**src/rtl/lfu_pkg.sv**
```systemverilog
// Package for the LFU cache table: sizes, codes and request/response types.
// Used by lfu_front, lfu_engine and lfu_cache_table_core; depends on nothing.
`default_nettype none
package lfu_pkg;
  localparam int unsigned ENTRIES = 16;
  localparam int unsigned IDX_W   = $clog2(ENTRIES);
  localparam int unsigned USED_W  = $clog2(ENTRIES + 1);
  localparam int unsigned CAP_W   = 5;
  localparam int unsigned KEY_W   = 32;
  localparam int unsigned VAL_W   = 32;
  localparam int unsigned CNT_W   = 32;
  localparam int unsigned RANK_W  = IDX_W;
  localparam int unsigned ADDR_W  = 3;
  localparam int unsigned FIFO_DEPTH = 2;

  localparam logic [CAP_W-1:0]  CAP_RESET    = CAP_W'(ENTRIES);
  localparam logic [ADDR_W-1:0] REG_CAPACITY = '0;

  typedef enum logic {
    FUNC_GET = 1'b0,
    FUNC_PUT = 1'b1
  } func_e;

  typedef struct packed {
    func_e              func;
    logic [KEY_W-1:0]   key;
    logic [VAL_W-1:0]   value;
  } req_t;

  typedef struct packed {
    logic               hit;
    logic [VAL_W-1:0]   read_value;
    logic               evicted;
    logic [KEY_W-1:0]   evicted_key;
  } rsp_t;
endpackage
`default_nettype wire

```
**src/rtl/lfu_front.sv**
```systemverilog
// Front end: two-deep request queue between the stream input and the engine.
// Depends on lfu_pkg.
`default_nettype none
module lfu_front (
  input  wire logic          clk_i,
  input  wire logic          rst_ni,
  input  wire logic          in_valid_i,
  output logic               in_ready_o,
  input  wire lfu_pkg::req_t in_req_i,
  output logic               req_valid_o,
  input  wire logic          req_ready_i,
  output lfu_pkg::req_t      req_o
);
  localparam int unsigned PTR_W = $clog2(lfu_pkg::FIFO_DEPTH);

  lfu_pkg::req_t                          mem_q [lfu_pkg::FIFO_DEPTH];
  logic [PTR_W-1:0]                       wptr_q, rptr_q;
  logic [$clog2(lfu_pkg::FIFO_DEPTH+1)-1:0] cnt_q;
  logic push, pop;

  assign in_ready_o  = (cnt_q != ($clog2(lfu_pkg::FIFO_DEPTH+1))'(lfu_pkg::FIFO_DEPTH));
  assign req_valid_o = (cnt_q != '0);
  assign req_o       = mem_q[rptr_q];
  assign push        = in_valid_i && in_ready_o;
  assign pop         = req_valid_o && req_ready_i;

  always_ff @(posedge clk_i or negedge rst_ni) begin
    if (!rst_ni) begin
      wptr_q <= '0;
      rptr_q <= '0;
      cnt_q  <= '0;
    end else begin
      if (push) wptr_q <= wptr_q + 1'b1;
      if (pop)  rptr_q <= rptr_q + 1'b1;
      if (push && !pop) cnt_q <= cnt_q + 1'b1;
      else if (pop && !push) cnt_q <= cnt_q - 1'b1;
    end
  end

  always_ff @(posedge clk_i) begin
    if (push) mem_q[wptr_q] <= in_req_i;
  end
endmodule
`default_nettype wire

```
**src/rtl/lfu_engine.sv**
```systemverilog
// Back end: scans the table one entry a cycle, then applies the get/put.
// Holds the table state and the result register. Depends on lfu_pkg.
`default_nettype none
module lfu_engine (
  input  wire logic                      clk_i,
  input  wire logic                      rst_ni,
  input  wire logic [lfu_pkg::CAP_W-1:0] cap_i,
  input  wire logic                      req_valid_i,
  output logic                           req_ready_o,
  input  wire lfu_pkg::req_t             req_i,
  output logic                           rsp_valid_o,
  input  wire logic                      rsp_ready_i,
  output lfu_pkg::rsp_t                  rsp_o
);
  localparam int unsigned IW = lfu_pkg::IDX_W;
  localparam int unsigned N  = lfu_pkg::ENTRIES;

  typedef enum logic [2:0] {
    S_IDLE = 3'b001,
    S_SCAN = 3'b010,
    S_UPD  = 3'b100
  } state_e;

  state_e state_q, state_d;

  logic                      valid_q [N];
  logic [lfu_pkg::KEY_W-1:0] key_q   [N];
  logic [lfu_pkg::VAL_W-1:0] val_q   [N];
  logic [lfu_pkg::CNT_W-1:0] cnt_q   [N];
  logic [lfu_pkg::RANK_W-1:0] rank_q [N];

  lfu_pkg::req_t req_q;
  logic [IW-1:0] idx_q;
  logic found_q, victim_q, free_q;
  logic [IW-1:0] fidx_q, vidx_q, free_idx_q;
  logic [lfu_pkg::VAL_W-1:0]  fval_q;
  logic [lfu_pkg::KEY_W-1:0]  vkey_q;
  logic [lfu_pkg::CNT_W-1:0]  vcnt_q;
  logic [lfu_pkg::RANK_W-1:0] vrank_q;
  logic [lfu_pkg::USED_W-1:0] used_q;

  logic rsp_valid_q;
  lfu_pkg::rsp_t rsp_q;

  // update decision
  logic [lfu_pkg::USED_W-1:0] cap_eff;
  logic upd_fire, do_use, do_ins, do_ev, all_age;
  logic [IW-1:0] slot;
  logic [lfu_pkg::RANK_W-1:0] old_rank;
  lfu_pkg::rsp_t rsp_d;
  logic take_victim;

  assign req_ready_o = (state_q == S_IDLE);
  assign rsp_valid_o = rsp_valid_q;
  assign rsp_o       = rsp_q;
  assign upd_fire    = (state_q == S_UPD) && (!rsp_valid_q || rsp_ready_i);
  assign cap_eff     = (cap_i > lfu_pkg::CAP_W'(N)) ? lfu_pkg::USED_W'(N)
                                                    : lfu_pkg::USED_W'(cap_i);
  assign take_victim = valid_q[idx_q] && (!victim_q || (cnt_q[idx_q] < vcnt_q) ||
                       ((cnt_q[idx_q] == vcnt_q) && (rank_q[idx_q] > vrank_q)));

  always_comb begin
    rsp_d    = '0;
    do_use   = 1'b0;
    do_ins   = 1'b0;
    do_ev    = 1'b0;
    all_age  = 1'b0;
    slot     = fidx_q;
    old_rank = rank_q[fidx_q];
    if (req_q.func == lfu_pkg::FUNC_GET) begin
      if (found_q) begin
        rsp_d.hit        = 1'b1;
        rsp_d.read_value = fval_q;
        do_use           = 1'b1;
      end
    end else if (cap_eff != '0) begin
      if (found_q) begin
        rsp_d.hit = 1'b1;
        do_use    = 1'b1;
      end else begin
        do_ev   = (used_q >= cap_eff) && victim_q;
        slot    = do_ev ? vidx_q : free_idx_q;
        do_ins  = do_ev || free_q;
        // Ranks stay packed: on eviction only entries newer than the victim move up.
        all_age = !do_ev;
        if (do_ev) begin
          old_rank          = vrank_q;
          rsp_d.evicted     = 1'b1;
          rsp_d.evicted_key = vkey_q;
        end
      end
    end
    state_d = state_q;
    unique case (state_q)
      S_IDLE: if (req_valid_i) state_d = S_SCAN;
      S_SCAN: if (idx_q == IW'(N - 1)) state_d = S_UPD;
      S_UPD:  if (upd_fire) state_d = S_IDLE;
      default: state_d = S_IDLE;
    endcase
  end

  always_ff @(posedge clk_i or negedge rst_ni) begin
    if (!rst_ni) begin
      state_q     <= S_IDLE;
      rsp_valid_q <= 1'b0;
      for (int i = 0; i < N; i++) valid_q[i] <= 1'b0;
    end else begin
      state_q <= state_d;
      if (upd_fire) rsp_valid_q <= 1'b1;
      else if (rsp_ready_i) rsp_valid_q <= 1'b0;
      if (upd_fire && do_ins) valid_q[slot] <= 1'b1;
    end
  end

  always_ff @(posedge clk_i) begin
    if (state_q == S_IDLE && req_valid_i) begin
      req_q    <= req_i;
      idx_q    <= '0;
      found_q  <= 1'b0;
      victim_q <= 1'b0;
      free_q   <= 1'b0;
      used_q   <= '0;
    end
    if (state_q == S_SCAN) begin
      idx_q <= idx_q + 1'b1;
      if (valid_q[idx_q]) begin
        used_q <= used_q + 1'b1;
        if (!found_q && key_q[idx_q] == req_q.key) begin
          found_q <= 1'b1;
          fidx_q  <= idx_q;
          fval_q  <= val_q[idx_q];
        end
      end else if (!free_q) begin
        free_q     <= 1'b1;
        free_idx_q <= idx_q;
      end
      if (take_victim) begin
        victim_q <= 1'b1;
        vidx_q   <= idx_q;
        vkey_q   <= key_q[idx_q];
        vcnt_q   <= cnt_q[idx_q];
        vrank_q  <= rank_q[idx_q];
      end
    end
    if (upd_fire) begin
      rsp_q <= rsp_d;
      if (do_use || do_ins) begin
        for (int j = 0; j < N; j++) begin
          if (IW'(j) != slot && valid_q[j] && (all_age || rank_q[j] < old_rank))
            rank_q[j] <= rank_q[j] + 1'b1;
        end
        rank_q[slot] <= '0;
      end
      if (do_use) begin
        if (cnt_q[slot] != '1) cnt_q[slot] <= cnt_q[slot] + 1'b1;
        if (req_q.func == lfu_pkg::FUNC_PUT) val_q[slot] <= req_q.value;
      end
      if (do_ins) begin
        key_q[slot] <= req_q.key;
        val_q[slot] <= req_q.value;
        cnt_q[slot] <= lfu_pkg::CNT_W'(1);
      end
    end
  end
endmodule
`default_nettype wire

```
**src/rtl/lfu_cache_table_core.sv**
```systemverilog
// LFU cache table, top level: stream ports, APB capacity register, front queue, engine.
// Each request passes through the front queue, then the engine starts it, scans every table
// entry and updates; the engine takes no new request until the last result is registered.
// The two-deep front queue takes new requests while the engine works or a result waits.
// Reset (rst_ni low, async): table empty, queue empty, capacity = 16.
// Depends on lfu_pkg, lfu_front, lfu_engine.
`default_nettype none
module lfu_cache_table_core (
  input  wire logic                       clk_i,
  input  wire logic                       rst_ni,
  // request stream
  input  wire logic                       s_axis_tvalid,
  output logic                            s_axis_tready,
  input  wire logic [63:0]                s_axis_tdata,  // key[31:0], value[63:32]
  input  wire logic [0:0]                 s_axis_tuser,  // func[0]
  // response stream
  output logic                            m_axis_tvalid,
  input  wire logic                       m_axis_tready,
  output logic [63:0]                     m_axis_tdata,  // read_value[31:0], evicted_key[63:32]
  output logic [1:0]                      m_axis_tuser,  // hit[0], evicted[1]
  // configuration
  input  wire logic                       psel,
  input  wire logic                       penable,
  input  wire logic                       pwrite,
  input  wire logic [lfu_pkg::ADDR_W-1:0] paddr,
  input  wire logic [31:0]                pwdata,
  output logic [31:0]                     prdata,
  output logic                            pready
);
  logic [lfu_pkg::CAP_W-1:0] cap_q;
  lfu_pkg::req_t in_req, eng_req;
  lfu_pkg::rsp_t rsp;
  logic req_valid, req_ready;

  // capacity register, written on the APB access phase
  assign pready = 1'b1;
  assign prdata = (paddr == lfu_pkg::REG_CAPACITY) ? 32'(cap_q) : '0;

  always_ff @(posedge clk_i or negedge rst_ni) begin
    if (!rst_ni) begin
      cap_q <= lfu_pkg::CAP_RESET;
    end else if (psel && penable && pwrite && paddr == lfu_pkg::REG_CAPACITY) begin
      cap_q <= pwdata[lfu_pkg::CAP_W-1:0];
    end
  end

  assign in_req.func  = lfu_pkg::func_e'(s_axis_tuser[0]);
  assign in_req.key   = s_axis_tdata[31:0];
  assign in_req.value = s_axis_tdata[63:32];

  lfu_front u_front (
    .clk_i       (clk_i),
    .rst_ni      (rst_ni),
    .in_valid_i  (s_axis_tvalid),
    .in_ready_o  (s_axis_tready),
    .in_req_i    (in_req),
    .req_valid_o (req_valid),
    .req_ready_i (req_ready),
    .req_o       (eng_req)
  );

  // engine: scan for match, free slot and LFU/LRU victim, then update
  lfu_engine u_engine (
    .clk_i       (clk_i),
    .rst_ni      (rst_ni),
    .cap_i       (cap_q),
    .req_valid_i (req_valid),
    .req_ready_o (req_ready),
    .req_i       (eng_req),
    .rsp_valid_o (m_axis_tvalid),
    .rsp_ready_i (m_axis_tready),
    .rsp_o       (rsp)
  );

  assign m_axis_tdata = {rsp.evicted_key, rsp.read_value};
  assign m_axis_tuser = {rsp.evicted, rsp.hit};
endmodule
`default_nettype wire
```
**config.mk**
```make
export PLATFORM = sky130hd
export DESIGN_NAME = lfu_cache_table_core
export DESIGN_NICKNAME = d
export VERILOG_FILES = /design/src/rtl/lfu_pkg.sv /design/src/rtl/lfu_front.sv /design/src/rtl/lfu_engine.sv /design/src/rtl/lfu_cache_table_core.sv
export SDC_FILE = /design/constraint.sdc
export NUM_CORES = 2
export LEC_CHECK = 0
export ABC_AREA = 1
export BUFFER_PORTS_ARGS = -buffer_cell sky130_fd_sc_hd__buf_2
export CAP_MARGIN = 20
export CORE_MARGIN = 1.5
export CORE_UTILIZATION = 50
export DETAILED_ROUTE_END_ITERATION = 10
export PLACE_DENSITY = 0.69
export SYNTH_ARGS = -nofsm -noshare
export SYNTH_HDL_FRONTEND = slang
export SYNTH_SLANG_ARGS = --single-unit
```
**constraint.sdc**
```tcl
create_clock -name clk_i -period 7.39 [get_ports clk_i]
set_input_delay 1.8475 -clock clk_i [delete_from_list [all_inputs] [get_ports clk_i]]
set_output_delay 1.8475 -clock clk_i [all_outputs]
set_load 0.05 [all_outputs]
```
== Word-level counts from Yosys, hierarchy flattened ==
Memories as Yosys holds them, arrays and structs flattened. A register that Yosys moved wholly into a read port is not among the register bits.
Index checks and enable logic that the tools add are counted.

* $add $sub $neg: 23
* Multipliers: 0
* Div/mod/pow operators: 0
* Magnitude comparators: 23
* Eq/ne operators: 26
* Shifts and indexed selects: 0
* Muxes and demuxes: 137
* Bitwise operators: 11
* Reduce and logical (&&, ||, !) cells: 87

{| class="wikitable"
|+ Operators by type and width
! kind !! number
|-
| 1-bit 2-to-1 mux || 106
|-
| 4-bit by 1-bit adder with 4-bit output, second input constant || 17
|-
| 33-bit 2-to-1 mux || 2
|-
| 32-bit equality test || 2
|-
| 4-bit less-than comparator || 16
|-
| 32-bit 2-to-1 mux || 2
|-
| 4-bit 2-to-1 mux || 14
|-
| 1-bit logical AND || 46
|-
| 32-bit by 1-bit adder with 32-bit output, second input constant || 1
|-
| 32-bit less-than comparator || 1
|-
| 32-bit != test, second input constant || 1
|-
| 4-bit != test, first input constant || 8
|-
| 5-bit 2-to-1 mux || 5
|-
| 1-bit logical OR || 21
|-
| 3-bit by 4-bit != test with 1-bit output, first input constant || 4
|-
| 16-bit OR || 1
|-
| 5-bit greater-or-equal comparator, second input constant || 2
|-
| 4-bit NOT with 5-bit output || 2
|-
| 3-bit 2-to-1 mux || 3
|-
| 3-bit case mux with 3 select lines || 1
|-
| 3-bit AND reduction || 3
|-
| 2-bit by 4-bit != test with 1-bit output, first input constant || 2
|-
| 2-bit nonzero test || 4
|-
| 1-bit zero test || 6
|-
| other kinds (27) || 37
|}

* Register bits after elaboration: 187
* Latch bits: 0
* Bits in writable memories: 1730
* Memory bits (read-only): 0
* Input bits: 107
* Output and inout port bits: 101
* Logic and storage cells: 349
* Memories: 5

{| class="wikitable"
|+ Memories
! name !! depth !! width !! read ports !! clocked after memory_dff !! write ports !! RTL line !! source
|-
| u_engine.cnt_q || 16 || 32 || 2 || 1 || 1 || lfu_engine.sv:29 || <nowiki>logic [lfu_pkg::CNT_W-1:0] cnt_q [N];</nowiki>
|-
| u_engine.key_q || 16 || 32 || 1 || 1 || 1 || lfu_engine.sv:27 || <nowiki>logic [lfu_pkg::KEY_W-1:0] key_q [N];</nowiki>
|-
| u_engine.val_q || 16 || 32 || 1 || 1 || 1 || lfu_engine.sv:28 || <nowiki>logic [lfu_pkg::VAL_W-1:0] val_q [N];</nowiki>
|-
| u_front.mem_q || 2 || 65 || 1 || 1 || 1 || lfu_front.sv:16 || <nowiki>lfu_pkg::req_t mem_q [lfu_pkg::FIFO_DEPTH];</nowiki>
|-
| u_engine.rank_q || 16 || 4 || 18 || 2 || 17 || lfu_engine.sv:30 || <nowiki>logic [lfu_pkg::RANK_W-1:0] rank_q [N];</nowiki>
|}

== Logic depth before layout (Yosys ltp) ==
* Word-level depth: 15
* Gate-level depth with buffers: 30
* Depth with buffers taken out: 27

== Modules after synthesis ==
From an unflattened synthesis, not the netlist that was laid out.

* Cells, all modules: 8422
* Area total of the unflattened synthesis: 89706.0 µm²

{| class="wikitable"
|+ By module, submodules not included
! module !! times used !! cells each !! area an instance (µm²) !! sequential area each (µm²)
|-
| lfu_engine || 1 || 7986 || 84248.3 || 55644.6
|-
| lfu_front || 1 || 368 || 4936.0 || 4003.8
|-
| lfu_cache_table_core || 1 || 68 || 521.8 || 126.4
|}

== Worst setup path before layout ==
No wires, ideal clock.

* Path type: input to register
* Start: input port m_axis_tready
* End: register u_front.cnt_q[1] in the netlist's numbering
* Setup time: 124 ps
* Data arrival time: 6888 ps
* Data required time: 7266 ps
* Setup slack: 378 ps
* Stages on the path: 9
* Path buffers: 0
* Path through: nor2_1 a21oi_1 nand2_1 nor2_1 clkinv_1 ha_1 a21oi_1 o21ai_0 xnor2_1

{| class="wikitable"
|+ RTL lines
! item !! RTL line !! source
|-
| start: declaration || lfu_cache_table_core.sv:18 || <nowiki>input wire logic m_axis_tready,</nowiki>
|-
| end signal: assignment || lfu_front.sv:35 || <nowiki>if (push && !pop) cnt_q <= cnt_q + 1'b1;</nowiki>
|-
| end signal: assignment || lfu_front.sv:36 || <nowiki>else if (pop && !push) cnt_q <= cnt_q - 1'b1;</nowiki>
|-
| end: declaration || lfu_front.sv:18 || <nowiki>logic [$clog2(lfu_pkg::FIFO_DEPTH+1)-1:0] cnt_q;</nowiki>
|}

== Worst setup path in the final report ==
* Start: register cap_q[4] in the netlist's numbering
* End: memory u_engine.cnt_q[12][25] in the netlist's numbering, enable pin

* Word-level cells in the longest chain between the ends: 15
* Elaborated cells on any way between the ends: 25
* Those cells by class: order compare (2); eq/ne (1); mux (17); bitwise (1); reduce/logical (3); memory (1)

{| class="wikitable"
|+ RTL lines
! item !! RTL line !! source
|-
| start: declaration || lfu_cache_table_core.sv:30 || <nowiki>logic [lfu_pkg::CAP_W-1:0] cap_q;</nowiki>
|-
| start signal: assignment || lfu_cache_table_core.sv:41 || <nowiki>cap_q <= lfu_pkg::CAP_RESET;</nowiki>
|-
| start signal: assignment || lfu_cache_table_core.sv:43 || <nowiki>cap_q <= pwdata[lfu_pkg::CAP_W-1:0];</nowiki>
|-
| 5-bit greater-than comparator || lfu_engine.sv:57 || <nowiki>assign cap_eff = (cap_i > lfu_pkg::CAP_W'(N)) ? lfu_pkg::USED_W'(N)</nowiki>
|-
| 5-bit 2-to-1 mux * || lfu_engine.sv:57 ||
|-
| 5-bit greater-or-equal comparator || lfu_engine.sv:81 || <nowiki>do_ev = (used_q >= cap_eff) && victim_q;</nowiki>
|-
| 1-bit logical AND || lfu_engine.sv:81 ||
|-
| 4-bit 2-to-1 mux || lfu_engine.sv:82 || <nowiki>slot = do_ev ? vidx_q : free_idx_q;</nowiki>
|-
| 4-bit 2-to-1 mux || lfu_engine.sv:77 || <nowiki>if (found_q) begin</nowiki>
|-
| 4-bit 2-to-1 mux || lfu_engine.sv:76 || <nowiki>end else if (cap_eff != '0) begin</nowiki>
|-
| 4-bit 2-to-1 mux || lfu_engine.sv:70 || <nowiki>if (req_q.func == lfu_pkg::FUNC_GET) begin</nowiki>
|-
| memory read 16 x 32 bit || n/a ||
|-
| 32-bit != test || lfu_engine.sv:155 || <nowiki>if (cnt_q[slot] != '1) cnt_q[slot] <= cnt_q[slot] + 1'b1;</nowiki>
|-
| 1-bit 2-to-1 mux || lfu_engine.sv:155 ||
|-
| 1-bit 2-to-1 mux || lfu_engine.sv:154 || <nowiki>if (do_use) begin</nowiki>
|-
| 1-bit 2-to-1 mux || lfu_engine.sv:145 || <nowiki>if (upd_fire) begin</nowiki>
|-
| 1-bit 2-to-1 mux (not written as such) || lfu_engine.sv:155 ||
|-
| 1-bit OR (no line) || n/a ||
|-
| end: declaration || lfu_engine.sv:29 ||
|}

Every way passes the cells marked *; elsewhere a longest branch is shown, timed or not.

==> key figures <==
Power and ir drop
  – Logic pwr share: 33.5%
  – Clock group share of total power: 25.1%
  – Peak supply drop: a little under 400 uV
  – Internal power: 24.4 mW
  – P_leak: around 36 nW
  – Final Power: 39.8 mW
  – Switching Power: 15.3 mW
  – Part of the power in registers: 41.4%
  – PwrDens: 406 mW/mm2
  – Sw frac: about two fifths

Timing
  – Final setup viols: 0
  – Maximum clock rate: 0.152 GHz
  – Final Max Tran Viols: 0
  – Fin Clk Skew: around 0.043 ns
  – RSZ-0062 raised after global routing: no
  – Crit share post-route: 89.0%
  – Fin Setup TNS: 0 ns
  – Final Hold Viols: 0
  – Worst Max-Slew Pin Slew: 1.20 ns
  – Min Tclk post-route: between 6 and 7 ns
  – Slew headroom: 20.2%

Global route
  – Largest net degree at the start of global routing: about 260
  – Antenna violations before repair: 7
  – Gr ovfl total: 0
  – Vias in the first global route: 59300
  – First-pass GRT wire length: 356000 um
  – GRT Total Usage: 26.2%

Worst setup path
  – Crit-path leading delay family: simple AND/OR/NAND/NOR gates
  – CP max stage delay: 0.60 ns
  – Crit path launch type: flop
  – Worst Path Buf+Inv: 4
  – Register-to-Register Path Depth: 24
  – Worst path depth: 24
  – Critical Path End: u_engine.cnt_q[12][25]
  – Crit path from: cap_q[4]
  – Most used cell, CP: nand2_1
  – RR Startpoint: cap_q[4]
  – Worst path required time: 7.85 ns
  – RR Endpoint: u_engine.cnt_q[12][25]
  – CP Max Fanout: 121
  – Crit path kind: reg -> reg
  – Critical-path top delay cell: buf_12
  – Worst-path cell chain: inv_2 -> ha_1 -> a21oi_1 -> nand3_2 -> nand2_4 -> nand2_4 -> o211ai_4 -> buf_12 -> nor2_1 -> nand2_1 -> nand3_1 -> nand2_1 -> nand2_1 -> nor2_2 -> ha_1 -> nand2_1 -> nor2_2 -> nand3_2 -> nor2_4 -> nand4_4 -> nor2_8 -> buf_4 -> nor2_4 -> buf_4
  – FF-to-FF setup slack: 0.81 ns
  – Arr. time, crit path: 7.04 ns
  – Crit. End Element: flop

Placed design
  – I/O Buffers: 152
  – GP Congestion: 0.911
  – Post-detail-place hpwl: ~130000 um

Floorplan
  – Die Footprint: about 0.18 mm2
  – Core area: 0.174 mm2
  – I/O pin cnt: 208
  – Die Y: 423 um
  – Core Rows: 153
  – Die width: 423 um
  – Initial Util: 50.5%

Route
  – Routed Antenna Nets: 0
  – TritonRoute pass-1 iters: 8
  – DR vias/cell: slightly below 6
  – Total Wirelength: 239000 um
  – Drc violations: 0
  – Top Metal Used: met5
  – Per-cell routed wire length: around 23 um
  – Vias after detailed routing: approximately 62000
  – WL met1: 95100 um
  – Met2 WL: 111000 um
  – Starting DRT DRC Count: 8053
  – Met3 WL: about 24000 um

Synthesis
  – Post-synth ARST share: roughly 1.4%
  – Simple-Gate Fraction of Synth Area: 13.2%
  – Adder-Cell Fraction of Synth Area: 1.55%
  – Top cells by area, synth: edfxtp_1 (65%), nand2_1 (6.9%), o21ai_0 (5.3%)
  – #FFs+latches synth: 2022
  – Syn. warnings: 0
  – Largest family of logic cells by synthesized area: simple AND/OR/NAND/NOR gates
  – Commonest cells post-synth: edfxtp_1 (1913), nand2_1 (1628), o21ai_0 (926)
  – Mapped cell area: between 0.08 and 0.09 mm2
  – Main synth FF type: edfxtp_1
  – Compound-Gate Fraction of Synth Area: 12.0%
  – Yosys cell types: 56
  – Register area share after synthesis: 67.9%
  – Syn avg cell area: 11.0 um2
  – Yosys top cell by area: edfxtp_1
  – Post-synthesis mux area share: less than 1%
  – Post-Synth XOR/XNOR Area: less than 1%
  – Most frequent cell after synthesis: edfxtp_1
  – Mapped Cells: 7991
  – Yosys top cell area share: about two thirds
  – EDFF count, synth: 1913

Clock tree
  – Post-CTS resize count: 0
  – Inserted Clock Buffers: 203
  – Hold_buf cts: 0
  – CTS H-tree lvls: 4
  – Clock Pin Slew Worst Setup and Hold Paths: 0.06 ns
  – Max Root-Sink Buffers: 3
  – Post-CTS setup buffer count: 0
  – Clock latency on the worst-skew pair: 0.85 ns
  – CTS sink cnt: 2022
  – Root buf cell: clkbuf_16
  – CTS tree: built

Layout
  – Nets: 8234
  – Layout area overhead: 11.1%
  – Fillers: 14100
  – Share of cells above drive strength 1: 8.70%

Run
  – Max cap viols: 0

Run status
  – Status: finished clean

Min path
  – Hold Path Class: reg -> reg
  – Min-delay src: u_engine.used_q[4]
==> metal layers <==
layer	GRT usage, %	vias up
met2	41.6	3363
met1	35.9	29900
li1	-	28200
met4	10.2	2
met5	0	-
met3	4.54	577
==> state kept, by name, indices dropped and copies added, names as in the netlist, 4 cells and up, named ones only <==
name / flops
u_engine.cnt_q: 512
u_engine.key_q: 512
u_engine.val_q: 512
u_front.mem_q: 130
u_engine.rsp_o: 66
u_engine.req_q: 65
u_engine.rank_q: 64
u_engine.fval_q: 32
u_engine.vcnt_q: 32
u_engine.vkey_q: 32
u_engine.valid_q: 16
cap_q: 5
u_engine.used_q: 5
u_engine.fidx_q: 4
u_engine.free_idx_q: 4
u_engine.idx_q: 4
u_engine.vidx_q: 4
u_engine.vrank_q: 4
==> cell usage in the layout, fill, tap and decap left out, drive strengths merged, types with 80 or more instances in the layout <==
cell / instances
nand3: 265
inv: 607
clkinv: 82
o21ai: 1029
o221ai: 158
buf: 290
nand2: 1636
o211ai: 132
nor2: 850
edfxtp: 1913
a21oi: 390
clkbuf: 271
dfxtp: 80
ha: 109
==> power groups by stage <==
stage,combinational (mW),sequential [mW],clock (mW)
after floorplan,8.59,16.4,0
after global placement,12.7,16.6,0
after detailed placement,13.0,16.7,0
after CTS,13.1,16.5,10.1
after global routing,14.5,16.6,10.5
final,13.3,16.5,9.98
==> layout make-up <==
type                    instances  area, um2  area share, %
clock buffers                 271       5570           5.69
repair buffers                290       2030           2.08
diodes                          7       17.5         0.0179
well taps                    2325       2910           2.97
multi-input cells            4894      24400           24.9
clock inverters                97        911          0.930
inverters                     607       2310           2.36
flip-flops and latches       2022      59800           61.1
==> worst min path at each step <==
stage                                 to  slack (ns)  depth (start not counted)
finish                u_engine.used_q[4]        0.49                          1
global route          u_engine.used_q[4]        0.50                          1
CTS                   u_engine.used_q[4]        0.49                          1
detailed placement   u_engine.valid_q[6]        0.48                          2
global placement     u_engine.valid_q[6]        0.46                          2
floorplan           u_engine.valid_q[13]        0.44                          2
==> metrics by stage <==
step | cell area, um2 | worst slack (ns) | util (%) | std cells | hold WS (ns)
after floorplan | 88200 | 0.378 | - | 8017 | 0.437
after global placement | 91400 | 1.02 | 52.4 | 10100 | 0.459
after detailed placement | 91400 | 0.976 | 52.4 | 10100 | 0.476
after CTS | 97900 | 0.939 | 56.1 | 10500 | 0.485
after global routing | 97900 | 0.562 | 56.1 | 10500 | 0.502
final | 97900 | 0.812 | 56.1 | 10500 | 0.486
==> logic make-up after synthesis <==
group,Yosys count
AO/OA/AOI/OAI,1854
multiplexers,1
XOR/XNOR,31
other,2
flip-flops,2022
adder cells (fa/ha/maj),109
buffers and inverters,1101
AND/OR/NAND/NOR,2871
(Power assumes the default switching activity.)
